--- src/design/scmp_pkg.sv ---
package scmp_pkg;

  localparam int unsigned SAMPLE_W = 12;
  localparam int unsigned CODE_W   = 8;
  localparam int unsigned STEPS    = 8;

  localparam logic [SAMPLE_W-1:0] SAMPLE_MAX = 12'd4095;
  localparam logic [CODE_W-1:0]   CODE_MAX   = 8'd255;
  localparam logic [CODE_W-1:0]   LINEAR_TOP = 8'd64;

  typedef logic [SAMPLE_W-1:0] sample_t;
  typedef logic [CODE_W-1:0]   code_t;

  // search window carried from cell to cell
  typedef struct packed {
    sample_t sample;
    logic    last;
    code_t   low;
    code_t   high;
  } stage_t;

  // expansion table: linear up to 63, then six 32-entry segments, step 2..64
  function automatic sample_t rom_entry(input code_t c);
    logic [2:0]  seg;
    logic [5:0]  ofs;
    logic [12:0] base;
    logic [12:0] step;
    if (c < LINEAR_TOP) begin
      return {4'd0, c};
    end
    seg  = 3'((c - LINEAR_TOP) >> 5);
    ofs  = {1'b0, c[4:0]} + 6'd1;
    base = (13'd64 << seg) - 13'd1;
    step = {7'd0, ofs} << (seg + 3'd1);
    return 12'(base + step);
  endfunction

endpackage

--- src/design/scmp_in_if.sv ---
interface scmp_in_if;
  import scmp_pkg::*;

  logic    valid;
  logic    ready;
  sample_t sample;
  logic    last_in;

  modport source (output valid, output sample, output last_in, input ready);
  modport sink (input valid, input sample, input last_in, output ready);
endinterface

--- src/design/scmp_out_if.sv ---
interface scmp_out_if;
  import scmp_pkg::*;

  logic  valid;
  logic  ready;
  code_t code;
  logic  last_out;

  modport source (output valid, output code, output last_out, input ready);
  modport sink (input valid, input code, input last_out, output ready);
endinterface

--- src/design/scmp_cell.sv ---
module scmp_cell (
  input  logic            clk,
  input  logic            rst,
  input  logic            in_valid,
  output logic            in_ready,
  input  scmp_pkg::stage_t in_data,
  output logic            out_valid,
  input  logic            out_ready,
  output scmp_pkg::stage_t out_data
);
  import scmp_pkg::*;

  logic    valid;
  stage_t  data;
  stage_t  data_next;
  logic [8:0] mid_sum;
  code_t   mid;
  sample_t v;
  sample_t vn;
  sample_t vp;
  logic    hit;

  assign mid_sum = {1'b0, in_data.low} + {1'b0, in_data.high} + 9'd1;
  assign mid     = mid_sum[8:1];
  assign v       = rom_entry(mid);
  assign vn      = rom_entry(mid + 8'd1);
  assign vp      = rom_entry(mid - 8'd1);

  assign hit = (in_data.sample >= v && mid != CODE_MAX && in_data.sample < vn) ||
               (in_data.sample <= v && in_data.sample > vp);

  always_comb begin
    data_next = in_data;
    if (in_data.low < in_data.high) begin
      if (hit) begin
        data_next.low  = mid;
        data_next.high = mid;
      end else if (v > in_data.sample) begin
        data_next.high = mid - 8'd1;
      end else begin
        data_next.low = mid;
      end
    end
  end

  assign in_ready = !valid || out_ready;

  always_ff @(posedge clk) begin
    if (rst) begin
      valid <= 1'b0;
    end else if (in_ready) begin
      valid <= in_valid;
    end
  end

  always_ff @(posedge clk) begin
    if (in_ready && in_valid) begin
      data <= data_next;
    end
  end

  assign out_valid = valid;
  assign out_data  = data;
endmodule

--- src/design/sample_compander_12_to_8.sv ---
// 12-bit to 8-bit sample compander.
// samples (sink): one linear 12-bit sample per item plus a last mark.
// codes (source): one 8-bit companded code per item, last mark copied.
// Both channels move an item when valid and ready are high at a clock edge.
// The code is found by an eight-step binary search over the expansion table;
// each step is one cell of an eight-cell chain. An item accepted into the
// first cell moves through the cell registers in order and is presented on
// codes from the last cell; one item enters per cycle unless the chain is full.
// Zero and full scale are settled at entry and ride the chain unchanged.
// Each cell holds one item and takes a new one whenever it is empty or its
// item moves on, so a stalled receiver fills the chain back to front and
// samples.ready drops only once all eight cells hold items.
// Synchronous reset empties the chain; there is no other state.
module sample_compander_12_to_8 (
  input logic        clk,
  input logic        rst,
  scmp_in_if.sink    samples,
  scmp_out_if.source codes
);
  import scmp_pkg::*;

  logic   stage_valid [0:STEPS];
  logic   stage_ready [0:STEPS];
  stage_t stage_data  [0:STEPS];

  always_comb begin
    stage_data[0].sample = samples.sample;
    stage_data[0].last   = samples.last_in;
    if (samples.sample == '0) begin
      stage_data[0].low  = '0;
      stage_data[0].high = '0;
    end else if (samples.sample >= SAMPLE_MAX) begin
      stage_data[0].low  = CODE_MAX;
      stage_data[0].high = CODE_MAX;
    end else begin
      stage_data[0].low  = '0;
      stage_data[0].high = CODE_MAX;
    end
  end

  assign stage_valid[0] = samples.valid;
  assign samples.ready  = stage_ready[0];

  for (genvar i = 0; i < STEPS; i++) begin : g_cell
    scmp_cell u_cell (
      .clk       (clk),
      .rst       (rst),
      .in_valid  (stage_valid[i]),
      .in_ready  (stage_ready[i]),
      .in_data   (stage_data[i]),
      .out_valid (stage_valid[i+1]),
      .out_ready (stage_ready[i+1]),
      .out_data  (stage_data[i+1])
    );
  end

  assign codes.valid        = stage_valid[STEPS];
  assign stage_ready[STEPS] = codes.ready;
  assign codes.code         = stage_data[STEPS].low;
  assign codes.last_out     = stage_data[STEPS].last;

  for (genvar i = 1; i <= STEPS; i++) begin : g_chk
    assert property (@(posedge clk) disable iff (rst)
      stage_valid[i] |-> stage_data[i].low <= stage_data[i].high)
      else $error("search window inverted");
  end

  assert property (@(posedge clk) disable iff (rst)
    codes.valid |-> stage_data[STEPS].low == stage_data[STEPS].high)
    else $error("search not converged at output");

  assert property (@(posedge clk) disable iff (rst)
    codes.valid |->
      (codes.code == CODE_MAX ||
       stage_data[STEPS].sample < rom_entry(codes.code + 8'd1)) &&
      (codes.code == '0 ||
       rom_entry(codes.code - 8'd1) < stage_data[STEPS].sample))
    else $error("code does not bracket sample");

  assert property (@(posedge clk) disable iff (rst)
    stage_valid[1] && !stage_ready[1] |=> $stable(stage_data[1]))
    else $error("first cell lost its item under stall");
endmodule
--- src/flat_wrapper.sv ---
// flat-port wrapper written by rule: the top's interface ports become plain ports
module sample_compander_12_to_8_flat import scmp_pkg::*;
  (clk, rst, samples_valid, samples_sample, samples_last_in, samples_ready, codes_valid, codes_code, codes_last_out, codes_ready);
  scmp_in_if samples_i ();
  scmp_out_if codes_i ();
  input logic clk;
  input logic rst;
  input wire logic [$bits(samples_i.valid)-1:0] samples_valid;
  input wire logic [$bits(samples_i.sample)-1:0] samples_sample;
  input wire logic [$bits(samples_i.last_in)-1:0] samples_last_in;
  output wire logic [$bits(samples_i.ready)-1:0] samples_ready;
  output wire logic [$bits(codes_i.valid)-1:0] codes_valid;
  output wire logic [$bits(codes_i.code)-1:0] codes_code;
  output wire logic [$bits(codes_i.last_out)-1:0] codes_last_out;
  input wire logic [$bits(codes_i.ready)-1:0] codes_ready;
  assign samples_i.valid = samples_valid;
  assign samples_i.sample = samples_sample;
  assign samples_i.last_in = samples_last_in;
  assign samples_ready = samples_i.ready;
  assign codes_valid = codes_i.valid;
  assign codes_code = codes_i.code;
  assign codes_last_out = codes_i.last_out;
  assign codes_i.ready = codes_ready;
  sample_compander_12_to_8 u_core (.clk(clk), .rst(rst), .samples(samples_i), .codes(codes_i));
endmodule
--- config.mk ---
export PLATFORM = sky130hd
export DESIGN_NAME = sample_compander_12_to_8_flat
export DESIGN_NICKNAME = d
export VERILOG_FILES = /design/src/design/scmp_pkg.sv /design/src/design/scmp_in_if.sv /design/src/design/scmp_out_if.sv /design/src/design/scmp_cell.sv /design/src/design/sample_compander_12_to_8.sv /design/src/flat_wrapper.sv
export SDC_FILE = /design/constraint.sdc
export NUM_CORES = 2
export LEC_CHECK = 0
export BUFFER_PORTS_ARGS = -buffer_cell sky130_fd_sc_hd__buf_2
export CORE_ASPECT_RATIO = 1.75
export CORE_UTILIZATION = 55
export CTS_CLUSTER_SIZE = 40
export DETAILED_ROUTE_END_ITERATION = 12
export GPL_TIMING_DRIVEN = 0
export PLACE_DENSITY = 0.71
export SLEW_MARGIN = 20
export SYNTH_ARGS = -nofsm -noshare
export SYNTH_HDL_FRONTEND = slang
export SYNTH_SLANG_ARGS = --single-unit
--- constraint.sdc ---
create_clock -name clk -period 10.4 [get_ports clk]
set_input_delay 1.04 -clock clk [delete_from_list [all_inputs] [get_ports clk]]
set_output_delay 1.04 -clock clk [all_outputs]
set_load 0.005 [all_outputs]
==> out/results.env <==
FINAL.HOLD.WORST_SLACK_PS=418
MAX-CAP-VIOLATIONS=0
NUMCLOCKSINKS=210
VIAS_PER_CELL=6.09
SLOWEST_STAGE='sky130_fd_sc_hd__edfxtp_1'
NUM_IO_PINS=28
SYNTH_SEQ_CELLS=210
SYNTH-WARNING-COUNT=0
FIN_CRIT_SH_PCT=96.6
HPWLAFTERDP_MM=110
NETLIST_AREA_UM2=41700
WIRE_LENGTH_OF_THE_FIRST_GLOBAL_ROUTING_PASS_MM=205
CLOCK-ROOT-BUFFER='sky130_fd_sc_hd__clkbuf_16'
SYNTH_FLOP_CELL='sky130_fd_sc_hd__edfxtp_1'
FULL_DIE_AREA_UM2=76900
DETAIL_ROUTE.FIRST_PASS.ITERATIONS=6
CP_DATA_REQUIRED_TIME_PS=10700
MOST-COMMON-LAYOUT-CELLS='sky130_fd_sc_hd__ha_1 (774), sky130_fd_sc_hd__inv_1 (644), sky130_fd_sc_hd__nand2_1 (474), sky130_fd_sc_hd__nor2_1 (440), sky130_fd_sc_hd__a21oi_1 (426)'
CTS-HOLD-FIX-BUFFERS=0
DIE_Y_UM=366
DRIVE_GT1_SHARE_PCT=5.20
CORE_AREA_UM2=75100
FINAL_NUMBER_OF_HOLD_VIOLATING_ENDPOINTS=0
CRITICAL_PATH_CLASS='reg -> reg'
CLK_TRANSITION_REPORTED_PATHS_PS=60
GLOBALROUTE.TOTALOVERFLOW=0
POST_SYNTH_INST_COUNT=5461
CLOCK_PATH_BUFFERS=3
CTS_INSERTED_BUFFERS=25
POSTLAYOUTCELLAREA_UM2=44400
NET_TOTAL_IN_THE_FINAL_LAYOUT=6345
MAX-SLEW-MARGIN-REL_PCT=25.1
SYNTHTOPCELLSBYAREA='sky130_fd_sc_hd__ha_1 (23%), sky130_fd_sc_hd__edfxtp_1 (15%), sky130_fd_sc_hd__inv_1 (5.8%)'
STATUS='completed'
LAYOUT.FILLER_CELLS=7085
NUMBER_OF_ANTENNA_VIOLATIONS_AT_THE_FIRST_CHECK_IN_GLOBAL_ROUTING=0
FINAL.SETUP_SKEW_PS=12.0
FINALSETUPVIOLATIONS=0
NUM_VIAS=39900
ROWS=133
PLACED_AREA_UM2=43300
INITIAL_UTILIZATION_PCT=55.5
SYNTH_TOP_AREA_SHARE_PCT=23.2
TRITONCTS='yes'
AREAGROWTHSYNTHTOFINISH_PCT=6.58
DRT_DRC_VIOLATIONS_LEFT=0
BUFFER_PORTS.INSERTED=26
FIRST_GLOBAL_VIAS=40300
TIMING.CRITICAL_PATH.ARRIVAL_PS=10350
START_KIND='flop'
CTSHTREEMAXLEVEL=1
YOSYS.CELL_TYPES.COUNT=113
DETAIL_ROUTE.WIRELENGTH_MM=132
SYNTH_ASYNC_SR_FLOP_SHARE_PCT=0
SYN_AVG_CELL_AREA_UM2=7.63
END_KIND='flop'
CRITICAL_PATH.MAX_STAGE_DELAY_PS=670
GRT.TOTAL_USAGE_PCT=33.8
PLACE_CONGESTION=1.01
MAXSLEWVIOLCOUNT=0
SYNTH_ENABLE_FLOP_CELLS=202
WORST_SLEW_PIN_SLEW_PS=1120
DIE_WIDTH_UM=210
ANT_NETS=0
MAX_FREQ_MHz=99.5
POST-ROUTE-MIN-PERIOD_PS=10050
DRTITER0DRC=2238
MOSTFREQUENTLAYOUTCELL='sky130_fd_sc_hd__ha_1'
CLOCK_INSERTION_DELAY_WORST_SKEW_PS=540
YOSYSSEQAREASHARE_PCT=14.9
NETLIST.TOP_CELL.BY_AREA='sky130_fd_sc_hd__ha_1'
ROUTEDWLPERCELL_UM=20.1
CRIT_PATH_FREQUENT_CELL='sky130_fd_sc_hd__ha_1'
GRT_START_MAX_NET_PINS=30
TIMING.HOLD.WORST_PATH_DEPTH=0
HP-CLASS='reg -> reg'
PATH_MAX_FANOUT=12
REG2REG_DEPTH=30
-- Yosys cell counts (27+ instances only) --
library cell / number
sky130_fd_sc_hd__nor2_1: 441
sky130_fd_sc_hd__a21o_1: 159
sky130_fd_sc_hd__nand4_1: 58
sky130_fd_sc_hd__mux2i_1: 80
sky130_fd_sc_hd__nor4_1: 27
sky130_fd_sc_hd__ha_1: 774
sky130_fd_sc_hd__or2_2: 34
sky130_fd_sc_hd__clkbuf_1: 173
sky130_fd_sc_hd__a21oi_1: 430
sky130_fd_sc_hd__nand2b_1: 126
sky130_fd_sc_hd__and2_1: 39
sky130_fd_sc_hd__xnor2_1: 232
sky130_fd_sc_hd__o22ai_1: 28
sky130_fd_sc_hd__o21ai_0: 306
sky130_fd_sc_hd__mux2_2: 29
sky130_fd_sc_hd__fa_1: 30
sky130_fd_sc_hd__xor2_1: 73
sky130_fd_sc_hd__a211oi_1: 32
sky130_fd_sc_hd__nand3_1: 120
sky130_fd_sc_hd__and3_1: 39
sky130_fd_sc_hd__nand2_1: 475
sky130_fd_sc_hd__nor3_1: 101
sky130_fd_sc_hd__a31oi_1: 61
sky130_fd_sc_hd__o21bai_1: 69
sky130_fd_sc_hd__or3_1: 28
sky130_fd_sc_hd__inv_1: 645
sky130_fd_sc_hd__nor2b_1: 90
sky130_fd_sc_hd__o21a_1: 47
sky130_fd_sc_hd__edfxtp_1: 202
-- cells by family after synthesis --
group	count (synthesis)	synth area share (%)
AO/OA/AOI/OAI	1457	22.9
XOR/XNOR	322	7.22
adder cells (fa/ha/maj)	804	24.7
buffers and inverters	889	8.09
flip-flops	210	14.9
multiplexers	113	2.90
other	2	0.0180
AND/OR/NAND/NOR	1664	19.3
-- critical path: cells and delay by family (launching register included) --
family                     cells  cell delay [ps]
and+or+nand+nor                5             1270
AOI/OAI and AO/OA              8             2360
buffers and inverters          7             1880
DFF                            1              670
xor gates and xnor gates       2              700
adders and majority gates      8             2930
-- final timing paths --
kind                                        start                              endpoint  slack (ps)
max reg2reg  u_core.g_cell[0].u_cell.out_data[14]   u_core.g_cell[1].u_cell.out_data[0]         350
max          u_core.g_cell[0].u_cell.out_data[14]   u_core.g_cell[1].u_cell.out_data[0]         350
min          u_core.g_cell[4].u_cell.out_data[16]  u_core.g_cell[5].u_cell.out_data[16]         420
min reg2reg  u_core.g_cell[4].u_cell.out_data[16]  u_core.g_cell[5].u_cell.out_data[16]         420
-- per-layer routing --
layer	vias to the layer above	track usage [%]	wire length [um]
li1	19400	-	-
met1	18500	27.8	41100
met2	1318	66.3	69900
met3	667	3.89	5100
met4	0	34.2	15400
met5	-	0	0
-- per-stage QoR --
step / util [%] / setup WS (ps) / TNS, ps / cells
2_1_floorplan: - / 1950 / 0 / 5464
3_3_place_gp: 57.4 / -549 / -9960 / 6502
3_5_place_dp: 57.6 / -593 / -12600 / 6507
4_1_cts: 58.8 / 13.1 / 0 / 6550
5_1_grt: 59.2 / -5.62 / -5.62 / 6552
6_report: 59.2 / 351 / 0 / 6553
-- layout make-up --
class,count,area [um^2],share of cell area (%)
Multi-Input combinational cell,4365,32400,73.0
Sequential cell,210,6230,14.0
Inverter,678,2550,5.75
Tap cell,1012,1270,2.85
Buffer,205,825,1.86
Clock buffer,29,651,1.47
Timing Repair Buffer,39,300,0.676
Clock inverter,14,184,0.414
Antenna cell,1,2.50,0.00564
-- sequential cells by signal (all words and copies together), names as in the netlist --
register and flops:
u_core.g_cell.u_cell.out_valid 8, u_core.g_cell.u_cell.out_data 202
-- timing repair --
action | 4_1_cts | 5_1_grt
gates cloned | 0 | 0
gates resized for setup | 10 | 59
setup endpoints to repair | 52 | 94
buffers inserted | 0 | 8
pin swaps | 0 | 4
Power is not shown: default switching activity piles up to over one toggle a cycle in this logic, so the estimate is an artifact.
